File: config.mk
export PLATFORM = sky130hd
export DESIGN_NAME = image_header_size_sniffer_top_flat
export DESIGN_NICKNAME = d
export VERILOG_FILES = /design/src/ihss_pkg.sv /design/src/ihss_if.sv /design/src/image_header_size_sniffer_top.sv /design/src/ihss_walk.sv /design/src/flat_wrapper.sv
export SDC_FILE = /design/constraint.sdc
export NUM_CORES = 1
export LEC_CHECK = 0
export BUFFER_PORTS_ARGS = -buffer_cell sky130_fd_sc_hd__buf_2
export CAP_MARGIN = 10
export CORE_AREA = 3 3 286 176
export DETAILED_ROUTE_END_ITERATION = 8
export DIE_AREA = 0 0 289 179
export PLACE_DENSITY_LB_ADDON = 0.08
export SLEW_MARGIN = 20
export SYNTH_ARGS = -nofsm -noshare
export SYNTH_HDL_FRONTEND = slang
export SYNTH_SLANG_ARGS = --single-unit
File: constraint.sdc
create_clock -name clk -period 3.8 [get_ports clk]
set_input_delay 0.57 -clock clk [delete_from_list [all_inputs] [get_ports clk]]
set_output_delay 0.57 -clock clk [all_outputs]
set_load 0.02 [all_outputs]
File: src/ihss_pkg.sv
// ----------------------------------------------------------------------------
// ihss_pkg
// Shared types, constants and helpers for the image header size sniffer.
// ----------------------------------------------------------------------------
package ihss_pkg;

  localparam int POSITION_WIDTH = 32;
  localparam int WIN_DEPTH      = 24;
  localparam int WIN_IDX_W      = $clog2(WIN_DEPTH);

  typedef logic [POSITION_WIDTH-1:0] pos_t;
  typedef logic [7:0]                byte_t;
  typedef logic [1:0]                fmt_t;
  typedef logic [31:0]               dim_t;

  localparam fmt_t FMT_NONE = 2'd0;
  localparam fmt_t FMT_JPEG = 2'd1;
  localparam fmt_t FMT_GIF  = 2'd2;
  localparam fmt_t FMT_PNG  = 2'd3;

  // JPEG markers
  localparam byte_t MK_FF   = 8'hFF;
  localparam byte_t MK_SOI  = 8'hD8;
  localparam byte_t MK_APP0 = 8'hE0;
  localparam byte_t MK_SOF0 = 8'hC0;
  localparam byte_t MK_SOF1 = 8'hC1;
  localparam byte_t MK_SOF2 = 8'hC2;
  localparam byte_t MK_SOF3 = 8'hC3;
  localparam byte_t MK_SOF9 = 8'hC9;
  localparam byte_t MK_SOFA = 8'hCA;
  localparam byte_t MK_SOFB = 8'hCB;

  // signature bytes
  localparam byte_t SG_PNG  = 8'h89;
  localparam byte_t SG_CR   = 8'h0D;
  localparam byte_t SG_LF   = 8'h0A;
  localparam byte_t SG_EOF  = 8'h1A;
  localparam byte_t CH_J    = 8'h4A;
  localparam byte_t CH_F    = 8'h46;
  localparam byte_t CH_I    = 8'h49;
  localparam byte_t CH_G    = 8'h47;
  localparam byte_t CH_P    = 8'h50;
  localparam byte_t CH_N    = 8'h4E;
  localparam byte_t CH_H    = 8'h48;
  localparam byte_t CH_D    = 8'h44;
  localparam byte_t CH_R    = 8'h52;

  typedef struct packed {
    logic dims_done;
    dim_t width;
    dim_t height;
  } walk_stat_t;

  function automatic logic is_sof(byte_t c);
    return (c == MK_SOF0) || (c == MK_SOF1) || (c == MK_SOF2) || (c == MK_SOF3) ||
           (c == MK_SOF9) || (c == MK_SOFA) || (c == MK_SOFB);
  endfunction

endpackage

File: src/ihss_if.sv
// ----------------------------------------------------------------------------
// ihss_if
// Valid/ready channels for the byte feed and the result word.
// ----------------------------------------------------------------------------
interface ihss_in_if;
  import ihss_pkg::*;

  logic  valid;
  logic  ready;
  byte_t data_byte;
  logic  last_byte;

  modport source (output valid, data_byte, last_byte, input ready);
  modport sink   (input valid, data_byte, last_byte, output ready);
endinterface

interface ihss_out_if;
  import ihss_pkg::*;

  logic valid;
  logic ready;
  logic found;
  fmt_t image_format;
  dim_t image_width;
  dim_t image_height;

  modport source (output valid, found, image_format, image_width, image_height,
                  input ready);
  modport sink   (input valid, found, image_format, image_width, image_height,
                  output ready);
endinterface

File: src/image_header_size_sniffer_top.sv
// ----------------------------------------------------------------------------
// image_header_size_sniffer_top
// Reads an image file a word at a time and reports format, width and height
// when the last word arrives.
//
//   port    | dir  | payload
//   --------+------+-----------------------------------------------------
//   feed    | in   | data_byte[7:0], last_byte
//   result  | out  | found, image_format[1:0], image_width, image_height
//
// One word per cycle while no result holds a last word back. A last word
// passes the input register, then one stage of compares and counter update
// into the result register. rst is synchronous and clears the file state.
// While a result waits, words of the next file still flow; its last word
// waits in the input register and holds the feed until the result is taken.
// ----------------------------------------------------------------------------
module image_header_size_sniffer_top (
  input logic        clk,
  input logic        rst,
  ihss_in_if.sink    feed,
  ihss_out_if.source result
);
  import ihss_pkg::*;

  logic       s1_valid;
  byte_t      s1_data;
  logic       s1_last;
  logic       s1_fire;
  logic       out_free;

  pos_t       pos;
  byte_t      window [WIN_DEPTH];
  byte_t      w_eff  [WIN_DEPTH];
  logic       pos_ge23;

  walk_stat_t walk_stat;

  logic       jfif, gif, png;
  logic       fnd;
  fmt_t       fmt;
  dim_t       wd, ht;

  logic       out_valid;
  logic       out_found;
  fmt_t       out_fmt;
  dim_t       out_w, out_h;

  assign out_free   = !out_valid || result.ready;
  assign s1_fire    = s1_valid && (!s1_last || out_free);
  assign feed.ready = !s1_valid || s1_fire;

  always_ff @(posedge clk) begin
    if (rst) begin
      s1_valid <= 1'b0;
    end else if (feed.ready) begin
      s1_valid <= feed.valid;
    end
    if (feed.valid && feed.ready) begin
      s1_data <= feed.data_byte;
      s1_last <= feed.last_byte;
    end
  end

  always_ff @(posedge clk) begin
    if (rst || (s1_fire && s1_last)) begin
      pos <= '0;
    end else if (s1_fire && (pos != '1)) begin
      pos <= pos + 1'b1;
    end
  end

  always_ff @(posedge clk) begin
    if (s1_fire && (pos < POSITION_WIDTH'(WIN_DEPTH))) begin
      window[pos[WIN_IDX_W-1:0]] <= s1_data;
    end
  end

  always_comb begin
    for (int i = 0; i < WIN_DEPTH; i++) begin
      w_eff[i] = (pos == POSITION_WIDTH'(i)) ? s1_data : window[i];
    end
  end

  ihss_walk u_walk (
    .clk         (clk),
    .rst         (rst),
    .step        (s1_fire),
    .last        (s1_last),
    .pos_nonzero (pos != '0),
    .data        (s1_data),
    .stat        (walk_stat)
  );

  assign pos_ge23 = pos >= POSITION_WIDTH'(23);

  assign jfif = (w_eff[0] == MK_FF) && (w_eff[1] == MK_SOI) && (w_eff[2] == MK_FF) &&
                (w_eff[3] == MK_APP0) && (w_eff[6] == CH_J) && (w_eff[7] == CH_F) &&
                (w_eff[8] == CH_I) && (w_eff[9] == CH_F);
  assign gif  = (w_eff[0] == CH_G) && (w_eff[1] == CH_I) && (w_eff[2] == CH_F);
  assign png  = (w_eff[0] == SG_PNG) && (w_eff[1] == CH_P) && (w_eff[2] == CH_N) &&
                (w_eff[3] == CH_G) && (w_eff[4] == SG_CR) && (w_eff[5] == SG_LF) &&
                (w_eff[6] == SG_EOF) && (w_eff[7] == SG_LF) && (w_eff[12] == CH_I) &&
                (w_eff[13] == CH_H) && (w_eff[14] == CH_D) && (w_eff[15] == CH_R);

  always_comb begin
    fnd = 1'b0;
    fmt = FMT_NONE;
    wd  = '0;
    ht  = '0;
    if (pos_ge23) begin
      priority if (jfif) begin
        if (walk_stat.dims_done) begin
          fnd = 1'b1;
          fmt = FMT_JPEG;
          wd  = walk_stat.width;
          ht  = walk_stat.height;
        end
      end else if (gif) begin
        fnd = 1'b1;
        fmt = FMT_GIF;
        wd  = {16'h0000, w_eff[7], w_eff[6]};
        ht  = {16'h0000, w_eff[9], w_eff[8]};
      end else if (png) begin
        fnd = 1'b1;
        fmt = FMT_PNG;
        wd  = {w_eff[16], w_eff[17], w_eff[18], w_eff[19]};
        ht  = {w_eff[20], w_eff[21], w_eff[22], w_eff[23]};
      end else begin
        fnd = 1'b0;
      end
    end
  end

  always_ff @(posedge clk) begin
    if (rst) begin
      out_valid <= 1'b0;
    end else if (s1_fire && s1_last) begin
      out_valid <= 1'b1;
    end else if (result.ready) begin
      out_valid <= 1'b0;
    end
    if (s1_fire && s1_last) begin
      out_found <= fnd;
      out_fmt   <= fmt;
      out_w     <= wd;
      out_h     <= ht;
    end
  end

  assign result.valid        = out_valid;
  assign result.found        = out_found;
  assign result.image_format = out_fmt;
  assign result.image_width  = out_w;
  assign result.image_height = out_h;

`ifndef SYNTHESIS
  a_result_from_last: assert property (@(posedge clk) disable iff (rst)
    $rose(out_valid) |-> $past(s1_fire && s1_last))
    else $error("result raised without a last word");

  a_pos_clears: assert property (@(posedge clk) disable iff (rst)
    (s1_fire && s1_last) |=> (pos == '0))
    else $error("byte position not cleared after last word");

  a_not_found_zero: assert property (@(posedge clk) disable iff (rst)
    (out_valid && !out_found) |->
      (out_fmt == FMT_NONE) && (out_w == '0) && (out_h == '0))
    else $error("nonzero fields on a not-found result");

  a_stall_no_last: assert property (@(posedge clk) disable iff (rst)
    (out_valid && !result.ready && s1_valid && s1_last) |-> !s1_fire)
    else $error("last word processed while result stalled");
`endif

endmodule

File: src/ihss_walk.sv
// ----------------------------------------------------------------------------
// ihss_walk
// JPEG marker walker: skips segments by length until a SOF gives the sizes.
// ----------------------------------------------------------------------------
module ihss_walk (
  input  logic                clk,
  input  logic                rst,
  input  logic                step,
  input  logic                last,
  input  logic                pos_nonzero,
  input  ihss_pkg::byte_t     data,
  output ihss_pkg::walk_stat_t stat
);
  import ihss_pkg::*;

  localparam logic [2:0] PH_PRE    = 3'd0;
  localparam logic [2:0] PH_FF     = 3'd1;
  localparam logic [2:0] PH_CODE   = 3'd2;
  localparam logic [2:0] PH_LEN_HI = 3'd3;
  localparam logic [2:0] PH_LEN_LO = 3'd4;
  localparam logic [2:0] PH_SOF    = 3'd5;
  localparam logic [2:0] PH_SKIP   = 3'd6;
  localparam logic [2:0] PH_STOP   = 3'd7;

  logic [2:0]  phase, phase_next;
  logic [15:0] seg_left, seg_left_next;
  logic [15:0] held_w, held_w_next;
  logic [15:0] held_h, held_h_next;
  logic        dims_done, dims_done_next;
  logic [15:0] len;
  logic [15:0] seg_dec;

  always_comb begin
    phase_next     = phase;
    seg_left_next  = seg_left;
    held_w_next    = held_w;
    held_h_next    = held_h;
    dims_done_next = dims_done;
    len            = seg_left | {8'h00, data};
    seg_dec        = seg_left - 16'd1;
    unique case (phase)
      PH_PRE: begin
        if (pos_nonzero) phase_next = PH_FF;
      end
      PH_FF: begin
        phase_next = (data == MK_FF) ? PH_CODE : PH_STOP;
      end
      PH_CODE: begin
        seg_left_next = '0;
        phase_next    = is_sof(data) ? PH_SOF : PH_LEN_HI;
      end
      PH_LEN_HI: begin
        seg_left_next = {data, 8'h00};
        phase_next    = PH_LEN_LO;
      end
      PH_LEN_LO: begin
        if (len < 16'd2) begin
          seg_left_next = '0;
          phase_next    = PH_STOP;
        end else begin
          seg_left_next = len - 16'd2;
          phase_next    = (len == 16'd2) ? PH_FF : PH_SKIP;
        end
      end
      PH_SKIP: begin
        seg_left_next = seg_dec;
        if (seg_dec == '0) phase_next = PH_FF;
      end
      PH_SOF: begin
        unique case (seg_left)
          16'd3: held_h_next = {data, 8'h00};
          16'd4: held_h_next = {held_h[15:8], data};
          16'd5: held_w_next = {data, 8'h00};
          16'd6: held_w_next = {held_w[15:8], data};
          16'd9: begin
            dims_done_next = 1'b1;
            phase_next     = PH_STOP;
          end
          default: ;
        endcase
        seg_left_next = seg_left + 16'd1;
      end
      PH_STOP: ;
      default: ;
    endcase
  end

  always_ff @(posedge clk) begin
    if (rst || (step && last)) begin
      phase     <= PH_PRE;
      seg_left  <= '0;
      held_w    <= '0;
      held_h    <= '0;
      dims_done <= 1'b0;
    end else if (step) begin
      phase     <= phase_next;
      seg_left  <= seg_left_next;
      held_w    <= held_w_next;
      held_h    <= held_h_next;
      dims_done <= dims_done_next;
    end
  end

  assign stat.dims_done = dims_done_next;
  assign stat.width     = {16'h0000, held_w};
  assign stat.height    = {16'h0000, held_h};

endmodule
File: src/flat_wrapper.sv
// flat-port wrapper written by rule: the top's interface ports become plain ports
module image_header_size_sniffer_top_flat import ihss_pkg::*;
  (clk, rst, feed_valid, feed_data_byte, feed_last_byte, feed_ready, result_valid, result_found, result_image_format, result_image_width, result_image_height, result_ready);
  ihss_in_if feed_i ();
  ihss_out_if result_i ();
  input logic clk;
  input logic rst;
  input wire logic [$bits(feed_i.valid)-1:0] feed_valid;
  input wire logic [$bits(feed_i.data_byte)-1:0] feed_data_byte;
  input wire logic [$bits(feed_i.last_byte)-1:0] feed_last_byte;
  output wire logic [$bits(feed_i.ready)-1:0] feed_ready;
  output wire logic [$bits(result_i.valid)-1:0] result_valid;
  output wire logic [$bits(result_i.found)-1:0] result_found;
  output wire logic [$bits(result_i.image_format)-1:0] result_image_format;
  output wire logic [$bits(result_i.image_width)-1:0] result_image_width;
  output wire logic [$bits(result_i.image_height)-1:0] result_image_height;
  input wire logic [$bits(result_i.ready)-1:0] result_ready;
  assign feed_i.valid = feed_valid;
  assign feed_i.data_byte = feed_data_byte;
  assign feed_i.last_byte = feed_last_byte;
  assign feed_ready = feed_i.ready;
  assign result_valid = result_i.valid;
  assign result_found = result_i.found;
  assign result_image_format = result_i.image_format;
  assign result_image_width = result_i.image_width;
  assign result_image_height = result_i.image_height;
  assign result_i.ready = result_ready;
  image_header_size_sniffer_top u_core (.clk(clk), .rst(rst), .feed(feed_i), .result(result_i));
endmodule
==> insert_results.sql, run 1 <==
INSERT INTO impl_metrics (metric_group, metric, value, unit) VALUES
('outcome', 'result_of_the_run', 'completed', ''),
('sta', 'timing.final.ws_setup', '0.111', 'ns'),
('global_routing', 'gr-usage-all-layers', '0.210', ''),
('die', 'start_util', '0.350', ''),
('sta', 'final-setup-viol-count', '0', ''),
('cts', 'clock_edge_transition_at_the_registers_on_the_reported_setup_and_hold_paths', '0.06', 'ns'),
('synthesis', 'synthDominantAreaCellType', 'edfxtp_1', ''),
('die', 'die_h', '179', 'µm'),
('route', 'detailroute.via_count', '13000', ''),
('worst_setup_path', 'setup.worst_path.class', 'flop to flop', ''),
('finish', 'multi_input_comb_area', '0.00694', 'mm²'),
('sta', 'fmaxAchievable', '0.271', 'GHz'),
('place', 'placedInstanceArea', '0.0185', 'mm²'),
('cts', 'clock_latency', '0.54', 'ns'),
('finish', 'nets', '1634', ''),
('cts', 'tritoncts', 'yes', ''),
('finish', 'share_of_post_route_cells_with_drive_strength_above_1', '0.205', ''),
('synthesis', 'synthArstFlopShare', '0', ''),
('place', 'routabilityCongestion', '0.922', ''),
('worst_setup_path', 'crit_path_start_kind', 'flop', ''),
('sta', 'period_minus_slack', '3.69', 'ns'),
('route', 'postRouteAntennaNets', '0', ''),
('synthesis', 'netlist_instances', '1470', ''),
('power_and_ir_drop', 'power.combinational.fraction', '0.047', ''),
('synthesis', 'number_of_flops_mapped_to_enable_cells_by_yosys', '252', ''),
('synthesis', 'synth.area.top_cells', 'edfxtp_1, dfxtp_1, mux2i_1', ''),
('synthesis', 'synth.most_common_cell', 'edfxtp_1', ''),
('place', 'pre_cts_ws', '-0.156', 'ns'),
('power_and_ir_drop', 'power_frac_seq', '0.529', ''),
('power_and_ir_drop', 'switchingPower', '0.00176', 'W'),
('synthesis', 'mappedNetlistNets', '1494', ''),
('die', 'core.rowCount', '62', ''),
('cts', 'cts.sinks', '338', ''),
('finish', 'postLayoutCellArea', '0.0196', 'mm²'),
('cts', 'cts-htree-levels', '2', ''),
('synthesis', 'syn_avg_cell_area', '11.4', 'µm²'),
('synthesis', 'synth.cells.most_frequent', 'edfxtp_1, nor2_1, mux2i_1', ''),
('cts', 'root_buffer', 'clkbuf_16', ''),
('global_routing', 'grt_pass1_wl', '81800', 'µm'),
('cts', 'cts-hold-fix-buffers', '0', ''),
('sta', 'tns', '0', 'ns'),
('die', 'floorplan.core_area', '0.0476', 'mm²'),
('die', 'floorplan.die_area', '0.0517', 'mm²'),
('synthesis', 'yosys_register_bits', '338', ''),
('global_routing', 'grt_pass1_vias', '12400', ''),
('global_routing', 'pin_count_of_the_biggest_net_entering_global_routing', '60', ''),
('sta', 'tightest_slew', '0.978', 'ns'),
('finish', 'ff_latch_area', '0.00929', 'mm²'),
('sta', 'min_period_over_period', '0.971', ''),
('route', 'routed_wirelength', '54700', 'µm'),
('worst_setup_path', 'worst_setup_path_end_kind', 'flop', ''),
('power_and_ir_drop', 'p_sw_frac', '0.233', ''),
('synthesis', 'synth-main-ff-cell', 'edfxtp_1', ''),
('place', 'hpwl', '37400', 'µm'),
('sta', 'timing.final.max_slew_violations', '0', ''),
('place', 'place.detailed.instances', '2208', ''),
('finish', 'flow.area_growth_from_synthesis', '17.7', '%'),
('synthesis', 'netlist_area', '0.0167', 'mm²'),
('route', 'detail_route.first_pass.iterations', '5', ''),
('sta', 'rsz_0062_raised_after_global_routing', 'false', ''),
('global_routing', 'initial_antenna_violation_count', '0', ''),
('sta', 'worst_slew_margin_rel', '0.342', ''),
('synthesis', 'synth_warnings', '0', ''),
('power_and_ir_drop', 'leakagePower', '7.05', 'nW'),
('worst_hold_path', 'timing.hold.worst.class', 'input port to flop', ''),
('route', 'via_per_inst', '5.71', ''),
('route', 'remaining_drc_errors', '0', ''),
('power_and_ir_drop', 'cellPowerDensity', '386', 'mW/mm²'),
('global_routing', 'grt.overflow.total', '0', ''),
('sta', 'fin_worst_skew', '0.0278', 'ns'),
('power_and_ir_drop', 'clkPwrFrac', '0.424', '');
[routing by layer]
layer,track usage,routed length (µm),share of wire
met1,0.345,28600,0.52
met2,0.276,21000,0.38
met3,0.0445,4320,0.079
met4,0.0359,719,0.013
met5,0,0,0
[power groups by stage]
stage	combinational [W]	clock [W]	sequential, W
floorplan	0.000165	0	0.00409
global placement	0.000352	0	0.00408
finish	0.000356	0.00321	0.00400
global route	0.000382	0.00347	0.00400
CTS	0.000351	0.00332	0.00400
detailed placement	0.000350	0	0.00408
[worst paths after layout]
| check | start | endpoint | slack [ns] | cells past startpoint |
|---|---|---|---|---|
| worst min register to register | u_core.u_walk.held_h[0] | u_core.u_walk.held_h[0] | 0.46 | 2 |
| worst max-delay path | u_core.pos[15] | u_core.result.image_width[6] | 0.11 | 10 |
| worst min-delay path | feed_data_byte[1] | u_core.s1_data[1] | 0.22 | 1 |
| worst max register to register | u_core.pos[15] | u_core.result.image_width[6] | 0.11 | 10 |
[what timing repair did]
action,in CTS,in global routing
setup buffers,0,5
pin swaps,0,4
setup endpoints to repair,67,67
resized for setup,3,6
[worst max-delay path: stages, from the launching register on]
cell and delay (ns):
dfxtp_1 0.33, nor4_4 0.39, nand4_4 0.27, buf_4 0.24
nor3_1 0.42, mux2_2 0.39, a211o_1 0.33, nor4_4 0.44
buf_12 0.26, a32oi_1 0.24, o2bb2ai_1 0.22
[through the flow]
| step | total power, W | utilization | hold slack (ns) |
|---|---|---|---|
| floorplan | 0.00425 | - | 0.432 |
| global placement | 0.00444 | 0.389 | 0.451 |
| detailed placement | 0.00443 | 0.389 | 0.452 |
| CTS | 0.00767 | 0.411 | 0.196 |
| global route | 0.00786 | 0.412 | 0.204 |
| finish | 0.00757 | 0.412 | 0.222 |
[layout make-up]
type,instances,share of cell area
Clock inverter,14,0.00478
Inverter,19,0.00363
Multi-Input combinational cell,1005,0.353
Sequential cell,338,0.473
Clock buffer,47,0.0474
Tap cell,640,0.0408
Timing Repair Buffer,211,0.0773
[cell usage in the layout, fill, tap and decap left out, types with 10 or more instances in the layout]
cell	Yosys	routed
xnor2_1	22	22
nand2b_1	11	11
and3_1	11	10
dfxtp_1	86	86
xor2_1	29	29
nand4_1	30	30
clkbuf_1	84	11
buf_2	12	81
and4_1	12	12
nor3_1	86	85
a21oi_1	47	47
nor2_1	153	152
o2bb2ai_1	32	32
mux2i_1	92	92
o22ai_1	13	13
edfxtp_1	252	252
buf_12	0	11
nand3_1	42	42
nor4_4	8	11
nor3_2	14	14
nor2b_1	10	10
nand2_1	90	90
inv_1	17	17
a22oi_1	18	18
buf_4	4	119
and2_1	14	14
nor4b_1	11	11
a32oi_1	33	33
mux2_2	29	29
o21ai_0	20	20
nor4_1	35	34
a31oi_1	13	13
ha_1	11	11
clkbuf_16	0	35
[state kept, by name, summed over array words and instances, names as in the netlist, 2 cells and up]
signal and flops:
u_core.result.image_width 32, u_core.u_walk.seg_left 16, u_core.u_walk.phase 3, u_core.window 176, u_core.pos 32, u_core.u_walk.held_w 16, u_core.u_walk.held_h 16, u_core.result.image_height 32
u_core.s1_data 8, u_core.result.image_format 2
[logic make-up after synthesis]
kind of cell             count (synthesis)  synth area share
AND/OR/NAND/NOR                        584             0.197
multiplexers                           122            0.0754
flip-flops                             338             0.557
buffers and inverters                  127            0.0322
AO/OA/AOI/OAI                          237             0.104
XOR/XNOR                                51            0.0268
adder cells (fa/ha/maj)                 11           0.00825
(Power assumes the default switching activity.)
==> run 2, diff against run 1 <==
==> constraint.sdc (replaced) <==
create_clock -name clk -period 3.8 [get_ports clk]
set_input_delay 0.19 -clock clk [delete_from_list [all_inputs] [get_ports clk]]
set_output_delay 0.19 -clock clk [all_outputs]
set_load 0.02 [all_outputs]
==> run 2 against run 1 <==
- via count down 1.2%
- utilization up 0.72 points
- clock skew down 0.0033 ns
- fmax about the same
- highest routed layer unchanged
- global-route usage down 0.22 points
- sequential power about the same
- combinational power up 1%
- critical path type unchanged
==> insert_results.sql, run 2 (same netlist as run 1, synthesis figures left out) <==
INSERT INTO impl_metrics (metric_group, metric, value, unit) VALUES
('outcome', 'result_of_the_run', 'completed', ''),
('sta', 'timing.final.max_slew_violations', '0', ''),
('worst_setup_path', 'worst_r2r_startpoint', 'u_core.pos[15]', ''),
('run', 'drv.max_cap_violation_count', '0', ''),
('worst_setup_path', 'cp.buffers_inverters', '5', ''),
('global_routing', 'pin_count_of_the_biggest_net_entering_global_routing', '49', ''),
('worst_setup_path', 'crit_start', 'u_core.pos[15]', ''),
('worst_setup_path', 'setup.worst_path.class', 'flop to flop', ''),
('route', 'via_per_inst', '5.57', ''),
('finish', 'nets', '1658', ''),
('sta', 'min_period_over_period', '0.971', ''),
('cts', 'cts_buffer_depth', '3', ''),
('worst_setup_path', 'crit_fanout', '34', ''),
('global_routing', 'grt.overflow.total', '0', ''),
('route', 'detailroute.wirelength.met3', '4140', 'µm'),
('route', 'detail_route.first_pass.iterations', '6', ''),
('sta', 'rsz_0062_raised_after_global_routing', 'false', ''),
('place', 'place.port_buffers', '81', ''),
('place', 'hpwl', '38000', 'µm'),
('global_routing', 'grt_pass1_vias', '12200', ''),
('worst_setup_path', 'reg2reg_depth', '13', ''),
('route', 'wl_met2', '21000', 'µm'),
('worst_setup_path', 'path_cells', 'nor4_4, nand4_4, buf_12, buf_4, nor4_4, buf_4, mux2i_1, nor4_1, nand4_1, buf_4, o31ai_4, buf_12, o2bb2ai_1', ''),
('die', 'chipWidth', '289', 'µm'),
('die', 'floorplan.die_area', '0.0517', 'mm²'),
('cts', 'clock_latency', '0.53', 'ns'),
('worst_setup_path', 'crit_path_max_incr_delay', '0.41', 'ns'),
('route', 'detailroute.via_count', '12800', ''),
('route', 'top_layer_used', 'met4', ''),
('worst_setup_path', 'timing.critical_path.to', 'u_core.result.image_height[4]', ''),
('worst_setup_path', 'worstPathArrival', '3.94', 'ns'),
('cts', 'root_buffer', 'clkbuf_16', ''),
('cts', 'cts.sinks', '338', ''),
('cts', 'cts_inserted_buffers', '36', ''),
('route', 'm1WireLength', '28800', 'µm'),
('sta', 'worst_slew_margin_rel', '0.350', ''),
('global_routing', 'initial_antenna_violation_count', '0', ''),
('worst_setup_path', 'most_frequent_cell_on_the_critical_path', 'buf_4', ''),
('worst_setup_path', 'worst_path_dominant_cell_family', 'simple AND/OR/NAND/NOR gates', ''),
('route', 'detail_route.iter0.violations', '1351', ''),
('cts', 'cts-htree-levels', '2', ''),
('finish', 'share_of_post_route_cells_with_drive_strength_above_1', '0.213', ''),
('worst_setup_path', 'critical_path.reg2reg.endpoint', 'u_core.result.image_height[4]', ''),
('power_and_ir_drop', 'leakagePower', '7.24', 'nW'),
('worst_setup_path', 'crit_path_start_kind', 'flop', ''),
('die', 'die_h', '179', 'µm'),
('worst_setup_path', 'worst_setup_path_end_kind', 'flop', ''),
('sta', 'final-setup-viol-count', '0', ''),
('cts', 'clock_edge_transition_at_the_registers_on_the_reported_setup_and_hold_paths', '0.06', 'ns'),
('sta', 'timing_hold_violations_final', '0', ''),
('worst_setup_path', 'slowest_stage', 'nor4_4', ''),
('finish', 'flow.area_growth_from_synthesis', '19.8', '%'),
('global_routing', 'grt_pass1_wl', '80700', 'µm'),
('worst_setup_path', 'worstPathRequired', '4.05', 'ns'),
('finish', 'layout_common_cells', 'edfxtp_1, nor2_1, buf_4', ''),
('finish', 'layout_commonest_cell', 'edfxtp_1', ''),
('die', 'design.portCount', '82', ''),
('finish', 'insertedDiodeCount', '0', ''),
('sta', 'fmaxAchievable', '0.271', 'GHz'),
('worst_hold_path', 'source_of_the_worst_hold_timing_path', 'feed_valid', ''),
('sta', 'fin_worst_skew', '0.0245', 'ns'),
('cts', 'tritoncts', 'yes', ''),
('route', 'postRouteAntennaNets', '0', ''),
('place', 'pre_cts_ws', '-0.203', 'ns'),
('route', 'detail_route.wl_per_cell', '23.7', 'µm'),
('power_and_ir_drop', 'cellPowerDensity', '399', 'mW/mm²'),
('power_and_ir_drop', 'power.ir.vdd_worst', '324', 'µV'),
('die', 'core.rowCount', '62', ''),
('worst_setup_path', 'cp.depth', '13', ''),
('sta', 'period_minus_slack', '3.69', 'ns'),
('route', 'routed_wirelength', '54500', 'µm'),
('place', 'routabilityCongestion', '0.944', ''),
('die', 'start_util', '0.350', ''),
('die', 'floorplan.core_area', '0.0476', 'mm²'),
('finish', 'flip_flop_count_of_the_largest_register_all_copies_and_words_added', '176', ''),
('sta', 'tightest_slew', '0.974', 'ns'),
('worst_hold_path', 'min_path_cells', '2', ''),
('power_and_ir_drop', 'total_power', '0.00797', 'W'),
('route', 'remaining_drc_errors', '0', ''),
('worst_hold_path', 'timing.hold.worst.class', 'input port to flop', ''),
('sta', 'timing.final.ws_setup', '0.112', 'ns'),
('global_routing', 'gr-usage-all-layers', '0.207', ''),
('worst_setup_path', 'rrSetupSlack', '0.11', 'ns');
-- run 2: cell types whose count changed in the layout (fill, tap and decap cells not counted), sizes merged --
| cell | before | now |
|---|---|---|
| inv | 18 | 20 |
| clkbuf | 47 | 43 |
| clkinv | 14 | 16 |
| dlygate4sd3 | 0 | 12 |
| buf | 211 | 222 |
| bufinv | 0 | 4 |
-- run 2: worst min path at each step --
stage / slack (ns) / to
4_1_cts: 0.24 / u_core.s1_last
3_3_place_gp: 0.37 / u_core.s1_data[5]
3_5_place_dp: 0.37 / u_core.s1_data[1]
2_1_floorplan: 0.26 / u_core.s1_valid
6_report: 0.25 / u_core.s1_last
5_1_grt: 0.29 / u_core.s1_last
-- run 2: report_power, final --
group          total (W)  switching (W)  internal [W]
sequential       0.00400      0.0000284       0.00398
clock            0.00360        0.00150       0.00211
combinational   0.000360       0.000255      0.000105
-- run 2: cell type report --
cell class | instances | area, µm²
clock inverters | 22 | 224
clock buffers | 43 | 970
repair buffers | 234 | 1710
inverters | 19 | 71.3
multi-input cells | 1005 | 6930
well taps | 640 | 801
flip-flops and latches | 338 | 9290
fillers | 4622 | 27600
-- run 2: routing by layer --
layer  vias to the layer above  GRT usage
met3                        38     0.0398
met4                         0     0.0273
met5                         -          0
met1                      6337      0.347
met2                       460      0.272
li1                       5993          -
-- run 2: repair_timing --
| item | CTS | global route |
|---|---|---|
| endpoints found under the hold margin | 11 | 0 |
| hold buffers | 12 | 0 |
| gates resized for setup | 2 | 5 |
| setup endpoints to repair | 67 | 67 |
| buffers inserted | 3 | 5 |
| pin swaps | 1 | 5 |
-- run 2: stage by stage --
stage               setup TNS, ns  hold slack (ns)  cell area, µm²  std cells  utilization
floorplan                       0            0.259           16700       1470            -
global placement           -11.39            0.368           18600       2216        0.390
detailed placement         -11.85            0.369           18600       2216        0.390
CTS                             0            0.243           19900       2296        0.418
global route                    0            0.291           20000       2301        0.420
finish                          0            0.247           20000       2301        0.420
-- run 2: worst register-to-register path: stages (launching register included) --
cell,delay (ns)
dfxtp_1,0.33
nor4_4,0.41
nand4_4,0.14
buf_12,0.18
buf_4,0.14
nor4_4,0.38
buf_4,0.27
mux2i_1,0.13
nor4_1,0.35
nand4_1,0.15
buf_4,0.18
o31ai_4,0.38
buf_12,0.26
o2bb2ai_1,0.12
